### config.mk
export PLATFORM = sky130hd
export DESIGN_NAME = integer_literal_parser
export DESIGN_NICKNAME = d
export VERILOG_FILES = /design/src/rtl/ilp_pkg.sv /design/src/rtl/integer_literal_parser.sv
export SDC_FILE = /design/constraint.sdc
export NUM_CORES = 1
export LEC_CHECK = 0
export BUFFER_PORTS_ARGS = -buffer_cell sky130_fd_sc_hd__buf_2
export CAP_MARGIN = 25
export CELL_PAD_IN_SITES_DETAIL_PLACEMENT = 0
export CELL_PAD_IN_SITES_GLOBAL_PLACEMENT = 1
export CORE_MARGIN = 3
export CORE_UTILIZATION = 31
export DETAILED_ROUTE_END_ITERATION = 7
export PLACE_DENSITY = 0.66
export SYNTH_ARGS = -nofsm -noshare
export SYNTH_HDL_FRONTEND = slang
export SYNTH_SLANG_ARGS = --single-unit
### constraint.sdc
create_clock -name clk -period 11.84 [get_ports clk]
set_input_delay 1.776 -clock clk [delete_from_list [all_inputs] [get_ports clk]]
set_output_delay 1.776 -clock clk [all_outputs]
set_load 0.02 [all_outputs]
### src/rtl/ilp_pkg.sv
// Shared definitions for the integer literal parser.
// Holds the character codes and number base codes; depends on nothing.
package ilp_pkg;

	// Characters with a special role in a literal.
	localparam logic [7:0] CH_ZERO  = 8'h30;  // '0'
	localparam logic [7:0] CH_OCT   = 8'h6F;  // 'o'
	localparam logic [7:0] CH_HEX   = 8'h78;  // 'x'
	localparam logic [7:0] CH_MINUS = 8'h2D;  // '-'
	localparam logic [7:0] CH_PLUS  = 8'h2B;  // '+'

	// Number base of the digits being collected.
	typedef enum logic [1:0] {
		BASE_DEC = 2'd0,
		BASE_OCT = 2'd1,
		BASE_HEX = 2'd2
	} base_t;

endpackage

### src/rtl/integer_literal_parser.sv
// Integer literal parser: one character per cycle, one result per text; uses ilp_pkg.
// A character is registered in the input stage, then evaluated; the result of a last character
// is loaded into the output register as soon as the output register is free to take it.
// Throughput: one character per cycle, set by the shift-add and compare on the magnitude;
// a last character waits only while the output holds a stalled result.
// Reset (arst_n, asynchronous, active low) empties both stages and restarts the text.
module integer_literal_parser
	import ilp_pkg::*;
#(
	parameter int VALUE_BITS = 64
) (
	input  logic                         clk,
	input  logic                         arst_n,
	input  logic                         in_valid,
	output logic                         in_stall,
	input  logic [7:0]                   char_code,
	input  logic                         last_char,
	output logic                         out_valid,
	input  logic                         out_stall,
	output logic                         is_integer,
	output logic signed [VALUE_BITS-1:0] int_value
);

	// Accumulator width with room for a radix of 16 and an added digit.
	localparam int W = VALUE_BITS + 5;
	// Largest magnitude ever held: 2^(VALUE_BITS-1).
	localparam logic [W-1:0] LIM = {5'b0, 1'b1, {(VALUE_BITS-1){1'b0}}};

	typedef enum logic [2:0] {
		PH_START  = 3'd0,
		PH_SIGN   = 3'd1,
		PH_ZERO   = 3'd2,
		PH_PREFIX = 3'd3,
		PH_DIGITS = 3'd4,
		PH_ERROR  = 3'd5
	} phase_t;

	// Input stage.
	logic                  valid_s1;
	logic [7:0]            char_s1;
	logic                  last_s1;

	// Parser state.
	phase_t                phase_q;
	logic                  neg_q;
	base_t                 base_q;
	logic [VALUE_BITS-1:0] mag_q;
	logic                  ovf_q;

	// Output register.
	logic                  out_valid_q;
	logic                  is_int_q;
	logic [VALUE_BITS-1:0] value_q;

	// Next state and result.
	phase_t                phase_n;
	logic                  neg_n;
	base_t                 base_n;
	logic [VALUE_BITS-1:0] mag_n;
	logic                  ovf_n;
	logic                  ok_n;
	logic [VALUE_BITS-1:0] value_n;

	logic                  adv_s1;
	logic                  take_in;
	logic                  out_free;
	base_t                 dig_base;
	logic                  dig_ok;
	logic [3:0]            dig_val;
	logic                  do_acc;
	logic [W-1:0]          mag_ext;
	logic [W-1:0]          scaled;
	logic [W-1:0]          acc_sum;
	logic [W-1:0]          max_mag;

	// Handshake: the input stage moves on unless its result would hit a full output.
	assign out_free = !out_valid_q || !out_stall;
	assign adv_s1   = !last_s1 || out_free;
	assign in_stall = valid_s1 && !adv_s1;
	assign take_in  = in_valid && !in_stall;

	// Digit decode in the base the current phase calls for.
	always_comb begin
		dig_base = (phase_q == PH_PREFIX || phase_q == PH_DIGITS) ? base_q : BASE_DEC;
		dig_ok   = 1'b0;
		dig_val  = 4'd0;
		case (char_s1) inside
			[8'h30:8'h37]: begin
				dig_ok  = 1'b1;
				dig_val = char_s1[3:0];
			end
			[8'h38:8'h39]: begin
				dig_ok  = (dig_base != BASE_OCT);
				dig_val = char_s1[3:0];
			end
			[8'h61:8'h66], [8'h41:8'h46]: begin
				dig_ok  = (dig_base == BASE_HEX);
				dig_val = 4'(char_s1[2:0] + 3'd1) + 4'd8;
			end
			default: begin
				dig_ok  = 1'b0;
			end
		endcase
	end

	// Shift-add of one digit; the sum passing 2^(VALUE_BITS-1) means overflow.
	always_comb begin
		mag_ext = {5'b0, mag_q};
		case (base_q)
			BASE_HEX: scaled = mag_ext << 4;
			BASE_OCT: scaled = mag_ext << 3;
			default:  scaled = (mag_ext << 3) + (mag_ext << 1);
		endcase
		if (phase_q == PH_PREFIX || phase_q == PH_DIGITS) begin
			acc_sum = scaled + W'(dig_val);
		end else begin
			acc_sum = W'(dig_val);
		end
	end

	// Phase update for the character in the input stage.
	always_comb begin
		phase_n = phase_q;
		neg_n   = neg_q;
		base_n  = base_q;
		do_acc  = 1'b0;
		case (phase_q)
			PH_START, PH_SIGN: begin
				if (phase_q == PH_START && (char_s1 == CH_PLUS || char_s1 == CH_MINUS)) begin
					neg_n   = (char_s1 == CH_MINUS);
					phase_n = PH_SIGN;
				end else if (char_s1 == CH_ZERO) begin
					phase_n = PH_ZERO;
				end else if (dig_ok) begin
					do_acc  = 1'b1;
					phase_n = PH_DIGITS;
				end else begin
					phase_n = PH_ERROR;
				end
			end
			PH_ZERO: begin
				if (!last_s1 && char_s1 == CH_OCT) begin
					base_n  = BASE_OCT;
					phase_n = PH_PREFIX;
				end else if (!last_s1 && char_s1 == CH_HEX) begin
					base_n  = BASE_HEX;
					phase_n = PH_PREFIX;
				end else if (dig_ok) begin
					do_acc  = 1'b1;
					phase_n = PH_DIGITS;
				end else begin
					phase_n = PH_ERROR;
				end
			end
			PH_PREFIX, PH_DIGITS: begin
				if (dig_ok) begin
					do_acc  = 1'b1;
					phase_n = PH_DIGITS;
				end else begin
					phase_n = PH_ERROR;
				end
			end
			default: begin
				phase_n = PH_ERROR;
			end
		endcase

		// The overflow flag is sticky and freezes the magnitude.
		mag_n = mag_q;
		ovf_n = ovf_q;
		if (do_acc && !ovf_q) begin
			if (acc_sum > LIM) begin
				ovf_n = 1'b1;
			end else begin
				mag_n = acc_sum[VALUE_BITS-1:0];
			end
		end

		// Final verdict; a positive value stops one below the limit.
		max_mag = neg_n ? LIM : LIM - W'(1);
		ok_n    = (phase_n == PH_ZERO || phase_n == PH_DIGITS) && !ovf_n
		          && ({5'b0, mag_n} <= max_mag);
		if (!ok_n) begin
			value_n = '0;
		end else if (neg_n) begin
			value_n = {VALUE_BITS{1'b0}} - mag_n;
		end else begin
			value_n = mag_n;
		end
	end

	// Input stage register.
	always_ff @(posedge clk or negedge arst_n) begin
		if (!arst_n) begin
			valid_s1 <= 1'b0;
		end else if (!in_stall) begin
			valid_s1 <= in_valid;
		end
	end

	always_ff @(posedge clk) begin
		if (take_in) begin
			char_s1 <= char_code;
			last_s1 <= last_char;
		end
	end

	// Parser state; a last character returns it to the start of a text.
	always_ff @(posedge clk or negedge arst_n) begin
		if (!arst_n) begin
			phase_q <= PH_START;
			neg_q   <= 1'b0;
			base_q  <= BASE_DEC;
			mag_q   <= '0;
			ovf_q   <= 1'b0;
		end else if (valid_s1 && adv_s1) begin
			if (last_s1) begin
				phase_q <= PH_START;
				neg_q   <= 1'b0;
				base_q  <= BASE_DEC;
				mag_q   <= '0;
				ovf_q   <= 1'b0;
			end else begin
				phase_q <= phase_n;
				neg_q   <= neg_n;
				base_q  <= base_n;
				mag_q   <= mag_n;
				ovf_q   <= ovf_n;
			end
		end
	end

	// Output register, loaded by a last character.
	always_ff @(posedge clk or negedge arst_n) begin
		if (!arst_n) begin
			out_valid_q <= 1'b0;
		end else if (out_free) begin
			out_valid_q <= valid_s1 && last_s1;
		end
	end

	always_ff @(posedge clk) begin
		if (out_free && valid_s1 && last_s1) begin
			is_int_q <= ok_n;
			value_q  <= value_n;
		end
	end

	assign out_valid  = out_valid_q;
	assign is_integer = is_int_q;
	assign int_value  = value_q;

endmodule

### Word-level counts from Yosys, hierarchy flattened

Index checks and enable logic that the tools add are counted.

| word-level totals | value |
|---|---|
| bits in registers | 147 |
| input port bits | 13 |
| output and inout port bits | 67 |
| logic and storage cells | 113 |

| operators by class | value |
|---|---|
| add/sub/neg operators | 5 |
| magnitude comparators | 10 |
| equal/unequal tests | 15 |
| multiplexer cells | 37 |
| reductions and logical operators | 35 |

Operators with widths:

| cell | number |
|---|---|
| two-way mux 64 bit | 5 |
| one-hot mux 68 bit (2 select lines) | 1 |
| adder 69 x 4 -> 69 bit | 1 |
| greater-than comparator 69 x 64 -> 1 bit (second input constant) | 1 |
| two-way mux 69 bit | 1 |
| adder 67 x 65 -> 68 bit | 1 |
| less-or-equal comparator 64 bit | 1 |
| subtractor 1 x 64 -> 64 bit (first input constant) | 1 |
| == test 8 x 6 -> 1 bit (second input constant) | 3 |
| == test 8 x 7 -> 1 bit (second input constant) | 2 |
| >= comparator 8 x 6 -> 1 bit (second input constant) | 2 |
| >= comparator 8 x 7 -> 1 bit (second input constant) | 2 |
| less-or-equal comparator 8 x 6 -> 1 bit (second input constant) | 2 |
| less-or-equal comparator 8 x 7 -> 1 bit (second input constant) | 2 |
| logical AND 1 bit | 16 |
| two-way mux 1 bit | 15 |
| two-way mux 3 bit | 5 |
| two-way mux 4 bit | 3 |
| two-way mux 2 bit | 5 |
| == test 3 x 2 -> 1 bit (second input constant) | 3 |
| one-hot mux 3 bit (3 select lines) | 1 |
| logical NOT 1 bit | 7 |
| == test 3 bit (second input constant) | 2 |
| OR reduction 2 bit | 3 |
| 12 further kinds | 17 |

### Depth between registers and ports, before layout

Gate-level depths: netlist of the first run.

| depth | value |
|---|---|
| depth in word-level cells | 16 |
| gate-level depth with buffers | 58 |

### Worst setup path after synthesis of the first run

Ideal clock, no wire load.

| timing path | value |
|---|---|
| kind | reg2reg |
| from | register base_q[0] |
| to | register value_q[60], in the netlist int_value[60], data pin |
| arrival | 11.186 ns |
| slack | 0.489 ns |
| stages on the path, launching flop included | 50 |
| path through | dfrtp_1 -> inv_1 -> ha_1 -> buf_2 -> buf_4 -> buf_4 -> buf_4 -> buf_4 -> buf_4 -> buf_4 -> buf_2 -> buf_2 -> buf_1 -> buf_1 -> clkbuf_1 -> buf_1 -> and2_1 -> ha_1 -> [14 not listed] -> or3b_1 -> nor4b_4 -> a31oi_4 -> buf_6 -> buf_2 -> mux2i_1 -> ha_1 -> nand2_1 -> nor4_1 -> nand2_1 -> nor2_1 -> nand2_1 -> or4b_2 -> nor4_1 -> mux2i_1 -> a2111o_1 -> and3_1 -> nor3_1 |

| on the way | value |
|---|---|
| cells in the longest elaborated chain, start to end | 14 |
| elaborated cells between the ends (all ways) | 38 |
| those cells by class | 2 x add/sub; 2 x order compare; 6 x eq/ne; 23 x mux; 5 x reduce/logical |

RTL lines:

| element | line | text |
|---|---|---|
| start, declared | integer_literal_parser.sv:46 | `base_t base_q;` |
| start signal, assigned | integer_literal_parser.sv:226 | `base_q <= base_n;` |
| parallel branches: the longest is 14 deep, another holds adder 69 x 4 -> 69 bit | n/a |  |
| end signal, assigned | integer_literal_parser.sv:245 | `value_q <= value_n;` |
| end, declared | integer_literal_parser.sv:53 | `logic [VALUE_BITS-1:0] value_q;` |

Parallel ways; which one is timed is not known.
A chain may end at the register's enable or synchronous reset.

### Worst setup path in the final report of the first run

| timing path | value |
|---|---|
| from | register char_s1[4] |
| to | register value_q[1], in the netlist int_value[1], data pin |

| on the way | value |
|---|---|
| cells in the longest elaborated chain, start to end | 15 |
| elaborated cells between the ends (all ways) | 60 |
| those cells by class | 2 x add/sub; 10 x order compare; 7 x eq/ne; 27 x mux; 14 x reduce/logical |

RTL lines:

| element | line | text |
|---|---|---|
| start, declared | integer_literal_parser.sv:40 | `logic [7:0] char_s1;` |
| start signal, assigned | integer_literal_parser.sv:203 | `char_s1 <= char_code;` |
| parallel branches: the longest is 15 deep, another holds adder 69 x 4 -> 69 bit | n/a |  |

Parallel ways; which one is timed is not known.

==> results.json, run 1 <==
{
  "status": "completed",
  "synth_top_area_share_pct": 11.20,
  "place_ws_ns": -0.02225,
  "cp.buffers_inverters": 5,
  "leakage_nw": 9.061,
  "cp_max_fo": 55,
  "critPathLaunchType": "flip-flop",
  "ys_types": 98,
  "cts-htree-levels": 4,
  "grt_util_all_layers_pct": 22.22,
  "synth_simple_gate_area_share_pct": 27.46,
  "cp_slowest_stage_delay_ns": 0.73,
  "cts-root-buf": "clkbuf_16",
  "antenna_found_initial": 1,
  "min_period_over_period_pct": 94.14,
  "fin_ws_ns": 0.6937,
  "vias_per_cell": 5.970,
  "layout.nets": 2777,
  "synthAdderAreaFrac_pct": 8.780,
  "grt_start_max_net_pins": 155,
  "fp.dieArea_um2": 67060,
  "cts.path.max_buffers": 2,
  "drive_gt1_share_pct": 9.776,
  "initial_utilization_pct": 31.39,
  "tightest_slew_ns": 1.024,
  "hpwl_um": 59730,
  "cts_hold_buf": 0,
  "ys_warn_count": 0,
  "critPathTopFamily": "compound AO/OA/AOI/OAI gates",
  "coreArea_um2": 63200,
  "syn_avg_cell_area_um2": 7.508,
  "numCtsBuffers": 17,
  "min_period_ns": 11.15,
  "required_ns": 12.08,
  "die_w_um": 259.0,
  "seq_area_um2": 4049,
  "end_kind": "flip-flop",
  "num_rows": 92,
  "slew_violations": 0,
  "grt_pass1_vias": 20230,
  "final-hold-violation-count": 0,
  "fin_skew_ns": 0.01676,
  "cap_violations": 0,
  "synth_ff_type": "edfxtp_1",
  "io_pins": 80,
  "synth_xor_xnor_area_share_pct": 5.343,
  "cts_num_sinks": 147,
  "setup_viol": 0,
  "antenna_left": 0,
  "switching_power_uw": 907.8,
  "first_iter_violations": 1706,
  "path_class": "flip-flop to flip-flop",
  "first_pass_iters": 5,
  "hp-class": "flip-flop to flip-flop",
  "cts_tree": "yes",
  "synth_compound_area_share_pct": 26.37,
  "p_per_area_nw_per_um2": 96.83,
  "yosys-mux-area-fraction_pct": 5.734,
  "rsz0062_at_grt": "no",
  "multi_input_area_um2": 14710,
  "synth_area_leaders": "edfxtp_1, dfrtp_1, ha_1",
  "synth_top_family_by_area": "simple AND/OR/NAND/NOR gates",
  "final_util_pct": 34.31,
  "synth_top_area_cell": "edfxtp_1",
  "power.internal_mw": 1.191,
  "synth_cells": 2642,
  "vias": 20810,
  "area_growth_pct": 9.297,
  "wl_per_cell_um": 21.95,
  "syn_area_um2": 19840,
  "cpMostUsedCell": "o21ai_0",
  "swShare_pct": 43.24,
  "yosysSeqAreaShare_pct": 20.41,
  "p_seq_share_pct": 27.3,
  "combPwrFrac_pct": 46.7,
  "gr-total-overflow": 0,
  "cp_data_arrival_time_ns": 11.39,
  "ir_drop_v": 0.0001175,
  "cpMaxStageDelayCell": "or4b_2",
  "slew_headroom_pct": 31.50,
  "syn_nets": 2793,
  "die_y_um": 259.0,
  "drt-total-wl_um": 76530,
  "clk_latency_ns": 0.45,
  "fillers": 6714,
  "p_clk_share_pct": 26.0,
  "ys_ff_latch": 147,
  "synth-edff-count": 74,
  "fmax_mhz": 89.72,
  "drc": 0,
  "routabilityCongestion": 0.9578,
  "clk_pin_slew_ns": 0.07,
  "async_flop_share_pct": 49.66,
  "grt_pass1_wl_um": 118300,
  "io_buffers": 79
}
[state kept, by name, summed over array words and instances, names as in the netlist]
| name | cells |
|---|---|
| int_value | 64 |
| is_integer | 1 |
| last_s1 | 1 |
| neg_q | 1 |
| out_valid | 1 |
| mag_q | 64 |
| base_q | 2 |
| valid_s1 | 1 |
| ovf_q | 1 |
| phase_q | 3 |
| char_s1 | 8 |
[cell usage in the layout (no fill, tap or decap), drive strengths merged, types with 14 or more instances in the layout]
master  instances
o211ai         18
mux2i          90
clkbuf         18
or2            17
or4            26
o21a           17
and2           19
a211oi         27
xnor2         103
a211o          16
nand4          71
dfrtp          73
xor2           18
nor4           51
nor3           98
ha            136
o21ai         149
a21o           47
buf           142
nor2          273
a221o          15
a31oi          35
or3            37
nand2         278
nand3          65
a311oi         17
a22oi          14
nand2b         27
a21oi         207
nor2b          25
edfxtp         74
nor3b          15
a221oi         43
o31ai          70
mux2           20
and3           21
inv           101
[worst min-delay path, delay by kind of cell, from the launching register on]
family | cells | cell delay (ns)
DFF | 1 | 0.36
and+or+nand+nor | 2 | 0.13
[kinds of logic (layout without fill, tap and decap cells)]
kind of cell	count (synthesis)	in the layout
muxes	110	110
and+or+nand+nor	1080	1080
buffers and inverters	275	271
other	0	1
DFF	147	147
adders and majority gates	138	138
xor gates and xnor gates	121	121
AOI/OAI and AO/OA	771	772
[per-layer routing]
| metal | share of wire (%) | track usage, % | up-vias |
|---|---|---|---|
| met3 | 4.9 | 2.536 | 128 |
| met1 | 42 | 27.79 | 10050 |
| met2 | 50 | 39.40 | 683 |
| met5 | 0 | 0 | - |
| li1 | - | - | 9949 |
| met4 | 3.5 | 7.767 | 0 |
[synthesized netlist by cell type (73+ instances only)]
master / count
clkbuf_1: 103
xnor2_1: 103
nand2_1: 278
inv_1: 95
mux2i_1: 90
edfxtp_1: 74
nor2_1: 271
nor3_1: 95
a21oi_1: 203
o21ai_0: 126
dfrtp_1: 73
ha_1: 136
[layout make-up]
type | instances | share of cell area (%)
diodes | 1 | 0.01154
clock buffers | 18 | 1.979
clock inverters | 14 | 0.6579
inverters | 97 | 1.685
multi-input cells | 2221 | 67.86
flip-flops and latches | 147 | 18.67
well taps | 846 | 4.882
repair buffers | 142 | 4.247
[stage by stage]
stage | TNS, ns | instance area, um^2 | power (mW) | hold slack (ns) | std cells
after floorplan | 0 | 19840 | 1.249 | 0.4724 | 2642
after global placement | 0 | 21000 | 1.525 | 0.4986 | 3447
after detailed placement | -0.02225 | 21000 | 1.530 | 0.5098 | 3447
after CTS | 0 | 21580 | 2.075 | 0.5238 | 3479
after global routing | 0 | 21680 | 2.230 | 0.5598 | 3486
final | 0 | 21680 | 2.099 | 0.5392 | 3486
[worst paths after layout]
| kind | from | to | slack [ns] | cells past startpoint |
|---|---|---|---|---|
| min in group asynchronous | arst_n | mag_q[60] | 1.27 | 1 |
| hold / removal | ovf_q | ovf_q | 0.54 | 2 |
| setup reg to reg | char_s1[4] | int_value[1] | 0.69 | 40 |
| setup / recovery | char_s1[4] | int_value[1] | 0.69 | 40 |
| max in group asynchronous | arst_n | base_q[0] | 9.53 | 2 |
| hold reg to reg | ovf_q | ovf_q | 0.54 | 2 |
[timing repair]
item                       4_1_cts  5_1_grt
gates resized for setup          1        7
hold endpoints to repair         0        0
pin swaps                        0        2
cloned                           0        1
setup buffers                    0        5
setup endpoints to repair        1       65
[power groups by stage]
stage          clock network (mW)  registers, mW  logic (mW)
5_1_grt                     0.581          0.575        1.07
3_5_place_dp                    0          0.584       0.946
4_1_cts                     0.552          0.573       0.950
3_3_place_gp                    0          0.584       0.941
2_1_floorplan                   0          0.588       0.661
6_report                    0.546          0.573       0.980
(Power assumes the default switching activity.)
==> inputs of run 2 (changes only) <==
--- a/config.mk
+++ b/config.mk
@@ -12,6 +12,7 @@
 export CORE_MARGIN = 3
 export CORE_UTILIZATION = 31
 export DETAILED_ROUTE_END_ITERATION = 7
+export MAX_ROUTING_LAYER = met4
 export PLACE_DENSITY = 0.66
 export SYNTH_ARGS = -nofsm -noshare
 export SYNTH_HDL_FRONTEND = slang
==> results.json, run 2 (synthesized netlist as in run 1, its figures left out) <==
{
  "leakage_nw": 9.119,
  "initial_utilization_pct": 31.39,
  "grt_pass1_wl_um": 118100,
  "end_kind": "flip-flop",
  "fp.dieArea_um2": 67060,
  "ir_drop_v": 0.0001268,
  "fin_skew_ns": 0.008564,
  "die_y_um": 259.0,
  "wl_per_cell_um": 21.84,
  "critPathTopFamily": "simple AND/OR/NAND/NOR gates",
  "grt_util_all_layers_pct": 22.95,
  "final_cell_mix": "nand2_1, nor2_1, a21oi_1",
  "area_growth_pct": 9.770,
  "num_antenna_cells": 0,
  "vias": 20810,
  "vias_per_cell": 5.954,
  "min_period_ns": 11.02,
  "routabilityCongestion": 0.9918,
  "cp_slowest_stage_delay_ns": 0.72,
  "min_period_over_period_pct": 93.11,
  "hp-class": "flip-flop to flip-flop",
  "fin_ws_ns": 0.8154,
  "cp_data_arrival_time_ns": 11.32,
  "slew_violations": 0,
  "required_ns": 12.13,
  "cpMaxStageDelayCell": "or4b_2",
  "critPathLaunchType": "flip-flop",
  "num_rows": 92,
  "antenna_left": 0,
  "final-hold-violation-count": 0,
  "gr-total-overflow": 0,
  "p_per_area_nw_per_um2": 96.68,
  "rsz0062_at_grt": "no",
  "place_ws_ns": 0.2308,
  "status": "completed",
  "drc": 0,
  "drive_gt1_share_pct": 10.12,
  "antenna_found_initial": 0,
  "mostFrequentLayoutCell": "nand2_1",
  "io_pins": 80,
  "first_pass_iters": 5,
  "cp_max_fo": 9,
  "cp.buffers_inverters": 3,
  "p_total_mw": 2.105,
  "clk_pin_slew_ns": 0.07,
  "placed_area_um2": 21050,
  "cts_num_sinks": 147,
  "path_class": "flip-flop to flip-flop",
  "cap_violations": 0,
  "drt-total-wl_um": 76340,
  "slew_headroom_pct": 31.10,
  "setup_viol": 0,
  "io_buffers": 79,
  "final_cells": 3495,
  "cts_tree": "yes",
  "final.setup.tns_ns": 0,
  "clk_latency_ns": 0.45,
  "die_w_um": 259.0,
  "grt_start_max_net_pins": 96,
  "tightest_slew_ns": 1.027,
  "cts-htree-levels": 4,
  "placed_cells": 3455,
  "fmax_mhz": 90.71,
  "cpMostUsedCell": "nand2_1",
  "first_iter_violations": 1671,
  "cts.path.max_buffers": 2,
  "coreArea_um2": 63200,
  "whs_ns": 0.5469,
  "final_util_pct": 34.46,
  "grt_pass1_vias": 20370,
  "cts-root-buf": "clkbuf_16",
  "final_area_um2": 21770,
  "hpwl_um": 60480,
  "layout.nets": 2787,
  "numCtsBuffers": 17
}
==> run 2: changes by cell type in the layout (fill, tap and decap cells not counted), moves of 2 or more <==
| cell | previous run | this run |
|---|---|---|
| buf_4 | 60 | 70 |
| bufinv_16 | 1 | 3 |
| clkinv_2 | 1 | 3 |
| clkinv_4 | 4 | 1 |
| inv_6 | 5 | 3 |
==> run 2: timing repair <==
action                                  CTS  global route
endpoints found under the setup margin    0            65
setup buffers                             0             7
resized for setup                         0             6
hold buffers                              0             0
==> run 2: worst paths after layout <==
check | startpoint | endpoint | slack (ns) | cells past startpoint
hold reg to reg | last_s1 | base_q[1] | 0.55 | 1
setup / recovery | char_s1[4] | int_value[60] | 0.82 | 34
hold / removal | last_s1 | base_q[1] | 0.55 | 1
max in group asynchronous | arst_n | base_q[1] | 9.53 | 2
setup reg to reg | char_s1[4] | int_value[60] | 0.82 | 34
min in group asynchronous | arst_n | mag_q[63] | 1.28 | 1
==> run 2: power breakdown <==
group          leakage [nW]  switching (mW)  internal [mW]
Clock                 0.286           0.237          0.333
Combinational          7.11           0.627          0.334
Sequential             1.72          0.0192          0.555
Total                  9.12           0.883           1.22
==> run 2: final cells by class <==
cell class,instances,area (um^2)
fill,6697,41420
multi-input combinational,2220,14680
sequential,147,4049
tap,846,1059
timing repair buffer,153,1015
clock buffer,17,425.4
inverter,97,365.4
clock inverter,15,180.2
==> run 2: layer usage <==
metal  GRT usage (%)  part of all wire [%]
met1           26.89                    41
met5               -                     0
met4           8.879                   4.1
met3           3.161                   4.8
met2           39.77                    50
